`config.mk`:
```
export PLATFORM = sky130hd
export DESIGN_NAME = hftc_ctrl
export DESIGN_NICKNAME = d
export VERILOG_FILES = /design/src/rtl/huffman_total_code_cost_defines.svh /design/src/rtl/hftc_pkg.sv /design/src/rtl/hftc_ctrl.sv
export SDC_FILE = /design/constraint.sdc
export NUM_CORES = 1
export LEC_CHECK = 0
export BUFFER_PORTS_ARGS = -buffer_cell sky130_fd_sc_hd__buf_2
export CAP_MARGIN = 40
export CORE_MARGIN = 2
export CORE_UTILIZATION = 50
export DETAILED_ROUTE_END_ITERATION = 16
export MAX_ROUTING_LAYER = met4
export PLACE_DENSITY = 0.69
export SYNTH_ARGS = -nofsm -noshare
export SYNTH_HDL_FRONTEND = slang
export SYNTH_SLANG_ARGS = --single-unit
export TNS_END_PERCENT = 50
```
`constraint.sdc`:
```
create_clock -name clk -period 7.76 [get_ports clk]
set_input_delay 0.388 -clock clk [delete_from_list [all_inputs] [get_ports clk]]
set_output_delay 0.388 -clock clk [all_outputs]
set_load 0.005 [all_outputs]
```
`src/rtl/huffman_total_code_cost_defines.svh`:
```
// Assertion macros shared by the huffman_total_code_cost RTL.
// Each macro expects signals named clk and rst_n in the including module.
`ifndef HUFFMAN_TOTAL_CODE_COST_DEFINES_SVH
`define HUFFMAN_TOTAL_CODE_COST_DEFINES_SVH

// Same-cycle implication, checked outside reset.
`define HFTC_ASSERT_NOW(lbl, ante, cons, msg) \
  lbl: assert property (@(posedge clk) disable iff (!rst_n) (ante) |-> (cons)) \
    else $error(msg);

// Next-cycle implication, checked outside reset.
`define HFTC_ASSERT_NEXT(lbl, ante, cons, msg) \
  lbl: assert property (@(posedge clk) disable iff (!rst_n) (ante) |=> (cons)) \
    else $error(msg);

`endif

```
`src/rtl/hftc_pkg.sv`:
```
// Package for the Huffman code cost block: fixed widths and sequencer states.
// No dependencies; used by hftc_ctrl and huffman_total_code_cost.
`default_nettype none

package hftc_pkg;

  localparam int WEIGHT_W = 16;
  localparam int COST_W   = 33;
  localparam logic [COST_W-1:0] COST_MAX = {COST_W{1'b1}};

  typedef enum logic [3:0] {
    ST_IDLE,
    ST_PUSH,
    ST_PUSH_FIN,
    ST_M_CHECK,
    ST_M_TAIL,
    ST_M_HEAD,
    ST_SD_L,
    ST_SD_R,
    ST_SD_END,
    ST_M_B0,
    ST_M_B,
    ST_FINISH
  } hftc_state_t;

endpackage

`default_nettype wire

```
`src/rtl/hftc_ctrl.sv`:
```
// Sequencer for the Huffman code cost block: heap insert, pop, replace-top
// and the cost total. Drives hftc_heap_ram; uses hftc_pkg.
`default_nettype none

module hftc_ctrl #(
  parameter int MAX_SYMBOLS = 256,
  parameter int IDX_W = $clog2(MAX_SYMBOLS),
  parameter int ENT_W = hftc_pkg::WEIGHT_W + IDX_W
) (
  input  wire logic                        clk,
  input  wire logic                        rst_n,
  input  wire logic                        in_valid,
  output logic                             in_ready,
  input  wire logic [hftc_pkg::WEIGHT_W-1:0] in_weight,
  input  wire logic                        in_last,
  output logic                             res_valid,
  output logic      [hftc_pkg::COST_W-1:0] res_cost,
  input  wire logic                        res_take,
  output logic                             mem_we,
  output logic      [IDX_W-1:0]            mem_waddr,
  output logic      [ENT_W-1:0]            mem_wdata,
  output logic      [IDX_W-1:0]            mem_raddr,
  input  wire logic [ENT_W-1:0]            mem_rdata
);

  localparam int CNT_W = $clog2(MAX_SYMBOLS + 1);
  localparam int KW    = IDX_W + 1;

  hftc_pkg::hftc_state_t state_r, state_nxt;
  logic [CNT_W-1:0]            count_r, count_nxt;
  logic [hftc_pkg::COST_W-1:0] acc_r, acc_nxt;
  logic [IDX_W-1:0]            pos_r, pos_nxt;
  logic [ENT_W-1:0]            val_r, val_nxt;
  logic [ENT_W-1:0]            a_r, a_nxt;
  logic [ENT_W-1:0]            l_r, l_nxt;
  logic                        last_r, last_nxt;
  logic                        phase_r, phase_nxt;

  logic [KW-1:0]    kid_k;
  logic [KW-1:0]    kid1_k;
  logic [KW-1:0]    cnt_k;
  logic [KW-1:0]    ins_parent_k;
  logic [IDX_W-1:0] up_idx;
  logic [IDX_W-1:0] up_parent;
  logic             right_sel;
  logic [ENT_W-1:0] child_val;
  logic [IDX_W-1:0] child_idx;
  logic [KW-1:0]    next_kid_k;
  logic [ENT_W-1:0] pair_sum;
  logic             accept;

  function automatic logic [hftc_pkg::COST_W-1:0] sat_add(
    input logic [hftc_pkg::COST_W-1:0] a,
    input logic [hftc_pkg::COST_W-1:0] b
  );
    logic [hftc_pkg::COST_W:0] s;
    s = {1'b0, a} + {1'b0, b};
    if (s[hftc_pkg::COST_W]) begin
      return hftc_pkg::COST_MAX;
    end
    return s[hftc_pkg::COST_W-1:0];
  endfunction

  assign accept    = in_valid && in_ready;
  assign in_ready  = (state_r == hftc_pkg::ST_IDLE);
  assign res_valid = (state_r == hftc_pkg::ST_FINISH);
  assign res_cost  = acc_r;

  // Heap index arithmetic: children at 2p+1 and 2p+2, parent at (p-1)/2.
  assign cnt_k        = KW'(count_r);
  assign kid_k        = (KW'(pos_r) << 1) | KW'(1);
  assign kid1_k       = kid_k + KW'(1);
  assign ins_parent_k = (cnt_k - KW'(1)) >> 1;
  assign up_idx       = (pos_r - IDX_W'(1)) >> 1;
  assign up_parent    = (up_idx - IDX_W'(1)) >> 1;

  assign right_sel  = (kid1_k < cnt_k) && (mem_rdata < l_r);
  assign child_val  = right_sel ? mem_rdata : l_r;
  assign child_idx  = right_sel ? kid1_k[IDX_W-1:0] : kid_k[IDX_W-1:0];
  assign next_kid_k = (KW'(child_idx) << 1) | KW'(1);
  assign pair_sum   = a_r + mem_rdata;

  always_ff @(posedge clk) begin
    if (!rst_n) begin
      state_r <= hftc_pkg::ST_IDLE;
      count_r <= '0;
      acc_r   <= '0;
      last_r  <= 1'b0;
      phase_r <= 1'b0;
    end else begin
      state_r <= state_nxt;
      count_r <= count_nxt;
      acc_r   <= acc_nxt;
      last_r  <= last_nxt;
      phase_r <= phase_nxt;
    end
  end

  always_ff @(posedge clk) begin
    pos_r <= pos_nxt;
    val_r <= val_nxt;
    a_r   <= a_nxt;
    l_r   <= l_nxt;
  end

  always_comb begin
    state_nxt = state_r;
    count_nxt = count_r;
    acc_nxt   = acc_r;
    pos_nxt   = pos_r;
    val_nxt   = val_r;
    a_nxt     = a_r;
    l_nxt     = l_r;
    last_nxt  = last_r;
    phase_nxt = phase_r;
    mem_we    = 1'b0;
    mem_waddr = pos_r;
    mem_wdata = val_r;
    mem_raddr = '0;

    unique case (state_r)
      hftc_pkg::ST_IDLE: begin
        // The parent of the next free slot is read ahead of every insert.
        mem_raddr = ins_parent_k[IDX_W-1:0];
        if (accept) begin
          if (count_r < CNT_W'(MAX_SYMBOLS)) begin
            acc_nxt   = sat_add(acc_r, hftc_pkg::COST_W'(in_weight));
            count_nxt = count_r + CNT_W'(1);
            if (count_r == '0) begin
              mem_we    = 1'b1;
              mem_waddr = '0;
              mem_wdata = ENT_W'(in_weight);
              state_nxt = in_last ? hftc_pkg::ST_M_CHECK : hftc_pkg::ST_IDLE;
            end else begin
              pos_nxt   = count_r[IDX_W-1:0];
              val_nxt   = ENT_W'(in_weight);
              last_nxt  = in_last;
              state_nxt = hftc_pkg::ST_PUSH;
            end
          end else begin
            state_nxt = in_last ? hftc_pkg::ST_M_CHECK : hftc_pkg::ST_IDLE;
          end
        end
      end

      hftc_pkg::ST_PUSH: begin
        mem_we = 1'b1;
        if (mem_rdata <= val_r) begin
          state_nxt = last_r ? hftc_pkg::ST_M_CHECK : hftc_pkg::ST_IDLE;
        end else begin
          mem_wdata = mem_rdata;
          pos_nxt   = up_idx;
          if (up_idx == '0) begin
            state_nxt = hftc_pkg::ST_PUSH_FIN;
          end else begin
            mem_raddr = up_parent;
          end
        end
      end

      hftc_pkg::ST_PUSH_FIN: begin
        mem_we    = 1'b1;
        state_nxt = last_r ? hftc_pkg::ST_M_CHECK : hftc_pkg::ST_IDLE;
      end

      hftc_pkg::ST_M_CHECK: begin
        mem_raddr = IDX_W'(count_r - CNT_W'(1));
        if (count_r <= CNT_W'(1)) begin
          state_nxt = hftc_pkg::ST_FINISH;
        end else begin
          state_nxt = hftc_pkg::ST_M_TAIL;
        end
      end

      hftc_pkg::ST_M_TAIL: begin
        val_nxt   = mem_rdata;
        mem_raddr = '0;
        state_nxt = hftc_pkg::ST_M_HEAD;
      end

      hftc_pkg::ST_M_HEAD: begin
        a_nxt     = mem_rdata;
        count_nxt = count_r - CNT_W'(1);
        pos_nxt   = '0;
        phase_nxt = 1'b0;
        mem_raddr = IDX_W'(1);
        if (count_r > CNT_W'(2)) begin
          state_nxt = hftc_pkg::ST_SD_L;
        end else begin
          state_nxt = hftc_pkg::ST_SD_END;
        end
      end

      hftc_pkg::ST_SD_L: begin
        l_nxt     = mem_rdata;
        mem_raddr = kid1_k[IDX_W-1:0];
        state_nxt = hftc_pkg::ST_SD_R;
      end

      hftc_pkg::ST_SD_R: begin
        mem_we = 1'b1;
        if (child_val < val_r) begin
          mem_wdata = child_val;
          pos_nxt   = child_idx;
          if (next_kid_k < cnt_k) begin
            mem_raddr = next_kid_k[IDX_W-1:0];
            state_nxt = hftc_pkg::ST_SD_L;
          end else begin
            state_nxt = hftc_pkg::ST_SD_END;
          end
        end else begin
          state_nxt = phase_r ? hftc_pkg::ST_M_CHECK : hftc_pkg::ST_M_B0;
        end
      end

      hftc_pkg::ST_SD_END: begin
        mem_we    = 1'b1;
        state_nxt = phase_r ? hftc_pkg::ST_M_CHECK : hftc_pkg::ST_M_B0;
      end

      hftc_pkg::ST_M_B0: begin
        mem_raddr = '0;
        state_nxt = hftc_pkg::ST_M_B;
      end

      hftc_pkg::ST_M_B: begin
        // The root now holds the second smallest entry; it is replaced by the sum.
        if (count_r == CNT_W'(1)) begin
          state_nxt = hftc_pkg::ST_FINISH;
        end else begin
          acc_nxt   = sat_add(acc_r, hftc_pkg::COST_W'(pair_sum));
          val_nxt   = pair_sum;
          pos_nxt   = '0;
          phase_nxt = 1'b1;
          mem_raddr = IDX_W'(1);
          state_nxt = hftc_pkg::ST_SD_L;
        end
      end

      hftc_pkg::ST_FINISH: begin
        if (res_take) begin
          count_nxt = '0;
          acc_nxt   = '0;
          state_nxt = hftc_pkg::ST_IDLE;
        end
      end

      default: begin
        state_nxt = hftc_pkg::ST_IDLE;
      end
    endcase
  end

endmodule

`default_nettype wire

```
* Word level (Yosys, flattened, before mapping) *
Cells that the tools add are included.

storage, ports and cells
  memory bits (writable) = 0
  output and inout bits = 76
  memories = 0
  bits in latches = 0
  memory bits (read-only) = 0
  register bits after elaboration = 128
  logic and storage cells = 135
  input port bits = 45

operators by class
  order comparisons = 8
  bitwise logic cells = 1
  shift-type cells = 0
  eq/ne operators = 20
  add/subtract/negate cells = 8
  reduce and logical (&&, ||, !) cells = 18
  multiply operators = 0
  muxes and demuxes = 71
  div/mod/pow operators = 0

operators by type and width
  operator                                                               number
  33-bit two-way mux                                                     8
  24-bit two-way mux                                                     10
  24-bit case mux with 3 select lines                                    2
  8-bit two-way mux                                                      13
  33-bit case mux with 3 select lines                                    1
  8-bit case mux with 7 select lines                                     1
  24-bit less-than comparator                                            2
  4-bit case mux with 12 select lines                                    1
  4-bit two-way mux                                                      11
  8-bit case mux with 5 select lines                                     1
  33-bit by 16-bit adder with 34-bit output                              1
  33-bit by 24-bit adder with 34-bit output                              1
  9-bit two-way mux                                                      3
  9-bit case mux with 3 select lines                                     1
  24-bit adder                                                           1
  24-bit <= comparator                                                   1
  9-bit by 1-bit adder with 9-bit output, second input constant          2
  9-bit less-than comparator                                             2
  4-bit by 3-bit equality test with 1-bit output, second input constant  4
  4-bit equality test, second input constant                             4
  7-bit two-way mux                                                      2
  1-bit two-way mux                                                      12
  5-bit AND reduction                                                    2
  9-bit by 1-bit equality test with 1-bit output, second input constant  1
  other kinds (26)                                                       39

* Logic depth before layout (Yosys ltp) *
  depth in word-level cells = 9
  gate-level depth with buffers = 28
  depth with buffers taken out = 22

* Worst setup path before layout *
No wires, ideal clock.

  path type = register to register
  start = register pos_r[2]
  end = register pos_r[0] (enable)
  setup time = 395 ps
  slack = 1,554 ps
  required time = 7,365 ps
  buffers on the path = 5
  stages on the path, launching flop included = 26
  clock period less this slack = 6,206 ps
  arrival = 5,811 ps
  cell sequence = edfxtp_1 clkbuf_1 nand3_1 nor2_1 nand3_1 xnor2_1 ha_1 a211oi_1 nand3_1 or3_1 buf_6 nor2_1 clkbuf_1 o21ai_0 ha_1 a21o_1 a21o_1 a211oi_1 o21ai_0 o211ai_1 o211a_1 o21a_1 buf_6 nor2_2 clkbuf_1 nor4_1

on the way
  longest elaborated chain between the ends = 7

RTL lines
  element                                 line              text
  start: declaration                      hftc_ctrl.sv:32   logic [IDX_W-1:0] pos_r, pos_nxt;
  start signal: assignment                hftc_ctrl.sv:100  pos_r <= pos_nxt;
  9-bit by 1-bit adder with 9-bit output  hftc_ctrl.sv:72   assign kid1_k = kid_k + KW'(1);
  9-bit less-than comparator              hftc_ctrl.sv:77   assign right_sel = (kid1_k < cnt_k) && (mem_rdata < l_r);
  1-bit logical AND                       hftc_ctrl.sv:77
  24-bit two-way mux                      hftc_ctrl.sv:78   assign child_val = right_sel ? mem_rdata : l_r;
  24-bit less-than comparator             hftc_ctrl.sv:202  if (child_val < val_r) begin
  2-bit inequality test (no source line)  n/a
  7-bit AND reduction (no source line)    n/a

Every way passes these cells.
A chain may end at the register's enable or synchronous reset.

* Final worst setup path *
  start = register pos_r[2]
  end = output mem_wdata[9]

on the way
  longest elaborated chain between the ends = 7

RTL lines
  element                                     line              text
  9-bit by 1-bit adder with 9-bit output (*)  hftc_ctrl.sv:72
  9-bit less-than comparator (*)              hftc_ctrl.sv:77
  1-bit logical AND (*)                       hftc_ctrl.sv:77
  24-bit two-way mux (*)                      hftc_ctrl.sv:78
  24-bit less-than comparator                 hftc_ctrl.sv:202
  24-bit two-way mux (*)                      hftc_ctrl.sv:202
  24-bit case mux with 3 select lines (*)     hftc_ctrl.sv:121  unique case (state_r)
  end: declaration                            hftc_ctrl.sv:21   output logic [ENT_W-1:0] mem_wdata,

Mark *: on every way between the ends. The rest lies on a longest branch, timed or not.

==> results.yml <==
power_and_ir_drop:
  p_per_area_nw_per_um2: 348
  netSwitchingFraction: 0.469
  p_clk_frac: 0.169
  leakagePower_nw: 6.17
  power_frac_seq: 0.223
  vdd_drop_max_mv: 0.180
  p_sw_mw: 2.34
  power_mw: 4.99
  p_int_mw: 2.65
  power_frac_comb: 0.608
worst_setup_path:
  crit_chain: "nand3_1 -> nor2_1 -> nand3_1 -> xnor2_1 -> ha_1 -> a211oi_1 -> nand3_1 -> or3_1 -> nor2_2 -> o21ai_0 -> ha_1 -> nand4_1 -> or2_2 -> nor4_1 -> o211ai_1 -> a21o_1 -> o21a_1 -> nor2_2 -> buf_4 -> or3_1 -> a221o_1 -> buf_2"
  path_buf_inv: 2
  regToRegStartpoint: "pos_r[2]"
  crit_slowest_cell: "or3_1"
  critPathArrivalTime_ps: 7010
  critical_path_required_ps: 7370
  critPathTopFamily: "simple AND/OR/NAND/NOR gates"
  critPathLaunchType: "flop"
  cp_max_fo: 16
  cp_common_cell: "nand3_1"
  crit_type: "reg -> out"
  rrSetupSlack_ps: 1450
  worst_setup_path_end_kind: "output port"
  cp_slowest_stage_delay_ps: 600
  ff2ff_path_depth: 22
  r2r_end: "pos_r[1]"
sta:
  setup_violations: 0
  finalHoldViolations: 0
  fmax_ghz: 0.135
  slew_violations: 0
  hold_ws_ps: 291
  fin_setup_tns_ps: 0
  post-route-min-period_ps: 7400
  slew_headroom: 0.360
  setup_slack_ps: 363
  worst_pin_slew_ps: 936
  fin_crit_sh: 0.953
  fin_skew_ps: 9.62
  rsz0062_at_grt: "false"
worst_hold_path:
  hold_depth: 2
  hold_path_startpoint: "rst_n"
  hold_class: "in -> reg"
  whs_endpoint: "res_cost[32]"
finish:
  drive_gt1_frac: 0.122
  final_cell_area_um2: 14400
  area_growth_pct: 12.4
  fin_nets: 1878
  instances_no_fill: 2017
  fillers: 2401
  num_antenna_cells: 0
  final_util: 0.572
floorplanning:
  rows: 58
  initial_utilization: 0.509
  dieArea_um2: 26900
  die_h_um: 164
  core-area_um2: 25100
  die_w_um: 164
  io_pins: 121
clock_network:
  h-tree-depth: 4
  cts_buffer_depth: 2
  cts_tree: "yes"
  cts_buffers: 17
  clk_latency_ps: 430
  clk_pin_slew_ps: 70
  cts_setup_buffers: 0
  cts-hold-fix-buffers: 0
  cts.sinks: 128
  clock-root-buffer: "clkbuf_16"
logic_synthesis:
  synth_cell_types: 74
  ys_warn_count: 0
  synth_edf_count: 80
  ys_async_sr_fraction: 0
  syn-mean-instance-area_um2: 8.11
  syn_inst: 1576
  ys_seq_area_frac: 0.263
  synth_fp_nets: 1780
  ys_seq_elements: 128
  synth_ff_type: "edfxtp_1"
  syn_area_um2: 12800
grt:
  grt_pass1_vias: 12100
  antenna_found_initial: 0
  grt-ovfl-total: 0
  grt_max_degree: 47
  grt_pass1_wl_um: 66200
  track_usage: 0.326
placed_design:
  place_area_um2: 13800
  dpl.cell_count: 1984
  gp_congestion: 0.967
  hpwl_um: 32500
  dp_worst_setup_slack_ps: 772
  io_buffer_count: 120
routing:
  via_count: 12800
  firstDrtPassIters: 6
  drtIter0Drc: 1000
  wire_per_inst_um: 21.1
  ant_nets: 0
  wirelength_um: 42700
  drc: 0
  viasPerCell: 6.37
job:
  drv_cap: 0
outcome:
  status: "finished clean"
## layout make-up
cell class	instances	area, um2	share of cell area
sequential	128	3360	0.234
timing repair buffer	146	808	0.0563
clock buffer	17	425	0.0296
clock inverter	15	173	0.0120
tap	330	413	0.0287
multi-input combinational	1278	8790	0.612
inverter	103	387	0.0269
## what timing repair did
action | in CTS | in global routing
setup endpoints to repair | 0 | 16
hold endpoints to repair | 0 | 0
resized for setup | 0 | 0
## per-layer routing
layer | up-vias | global-route usage | wire length [um] | share of wire
li1 | 6114 | - | - | -
met1 | 6046 | 0.449 | 18900 | 0.44
met2 | 603 | 0.490 | 18800 | 0.44
met3 | 84 | 0.0455 | 3840 | 0.090
met4 | 0 | 0.114 | 1190 | 0.028
met5 | - | - | 0 | 0
## power groups by stage
stage | sequential (mW) | combinational [mW] | clock (mW)
final | 1.11 | 3.03 | 0.844
after global routing | 1.13 | 3.34 | 0.881
after CTS | 1.10 | 2.98 | 0.854
after detailed placement | 1.12 | 2.95 | 0
after global placement | 1.11 | 2.93 | 0
after floorplan | 1.02 | 2.14 | 0
## logic make-up after synthesis
kind of cell / count (synthesis) / share of synthesized area
AO/OA/AOI/OAI: 571 / 0.292
AND/OR/NAND/NOR: 449 / 0.166
buffers and inverters: 171 / 0.0526
adder cells (fa/ha/maj): 159 / 0.157
flip-flops: 128 / 0.263
XOR/XNOR: 88 / 0.0603
multiplexers: 10 / 0.00783
## sequential cells by signal (all words and copies together) (netlist names), 4 cells and up
register  count
a_r          24
pos_r         8
state_r       4
val_r        24
res_cost     33
l_r          24
cnt_k         9
## Yosys cell counts, drive strengths merged, types with 11 or more instances
library cell	instances	share of area
nor2	99	0.029
and3	18	0.0088
nand4	20	0.0098
nor3	36	0.014
ha	156	0.15
nor2b	30	0.015
a211oi	21	0.012
o21a	21	0.012
inv	102	0.030
dfxtp	48	0.075
o211ai	13	0.0076
edfxtp	80	0.19
a21oi	114	0.045
clkbuf	59	0.017
o221ai	12	0.0082
nand3	44	0.017
o21ai	163	0.064
xnor2	64	0.044
a221o	21	0.016
xor2	24	0.016
a31oi	36	0.018
a21o	40	0.023
a22oi	24	0.014
o31a	11	0.0075
nand2b	12	0.0059
nand2	143	0.042
## cells in the final DEF (no fill, tap or decap), types with 9 or more instances in the layout
cell type / netlist / routed
o21ai_1: 10 / 10
a211oi_1: 21 / 21
xnor2_1: 64 / 64
nand2b_1: 12 / 12
o21a_1: 21 / 21
mux2i_1: 10 / 10
nand3_1: 44 / 44
a22o_1: 9 / 9
nor2b_1: 29 / 29
o21ai_0: 152 / 152
edfxtp_1: 80 / 80
o31a_1: 11 / 11
a21o_1: 40 / 40
or2_2: 10 / 10
dfxtp_1: 48 / 48
o221ai_1: 12 / 12
nor2_1: 98 / 95
inv_1: 102 / 102
a221o_1: 21 / 21
xor2_1: 24 / 24
o22ai_1: 9 / 9
o21bai_1: 9 / 9
a22oi_1: 24 / 24
o211ai_1: 13 / 13
a31oi_1: 36 / 36
o31ai_1: 10 / 10
clkbuf_16: 0 / 17
nor3_1: 36 / 33
ha_1: 156 / 156
nand2_1: 143 / 143
or3_1: 10 / 10
buf_2: 3 / 120
nand4_1: 20 / 20
and3_1: 18 / 18
buf_4: 1 / 25
nor4_1: 9 / 9
a21oi_1: 114 / 112
## worst max path at each step
| stage | cells after the start | from | endpoint | slack, ps |
|---|---|---|---|---|
| after floorplan | 25 | pos_r[2] | pos_r[0] | 1550 |
| after global placement | 23 | pos_r[2] | mem_wdata[23] | 1030 |
| after detailed placement | 23 | pos_r[2] | mem_wdata[20] | 770 |
| after CTS | 23 | pos_r[2] | mem_wdata[9] | 300 |
| after global routing | 23 | pos_r[2] | mem_wdata[7] | 30 |
| final | 22 | pos_r[2] | mem_wdata[9] | 360 |
Power figures use the tool's default switching activity.
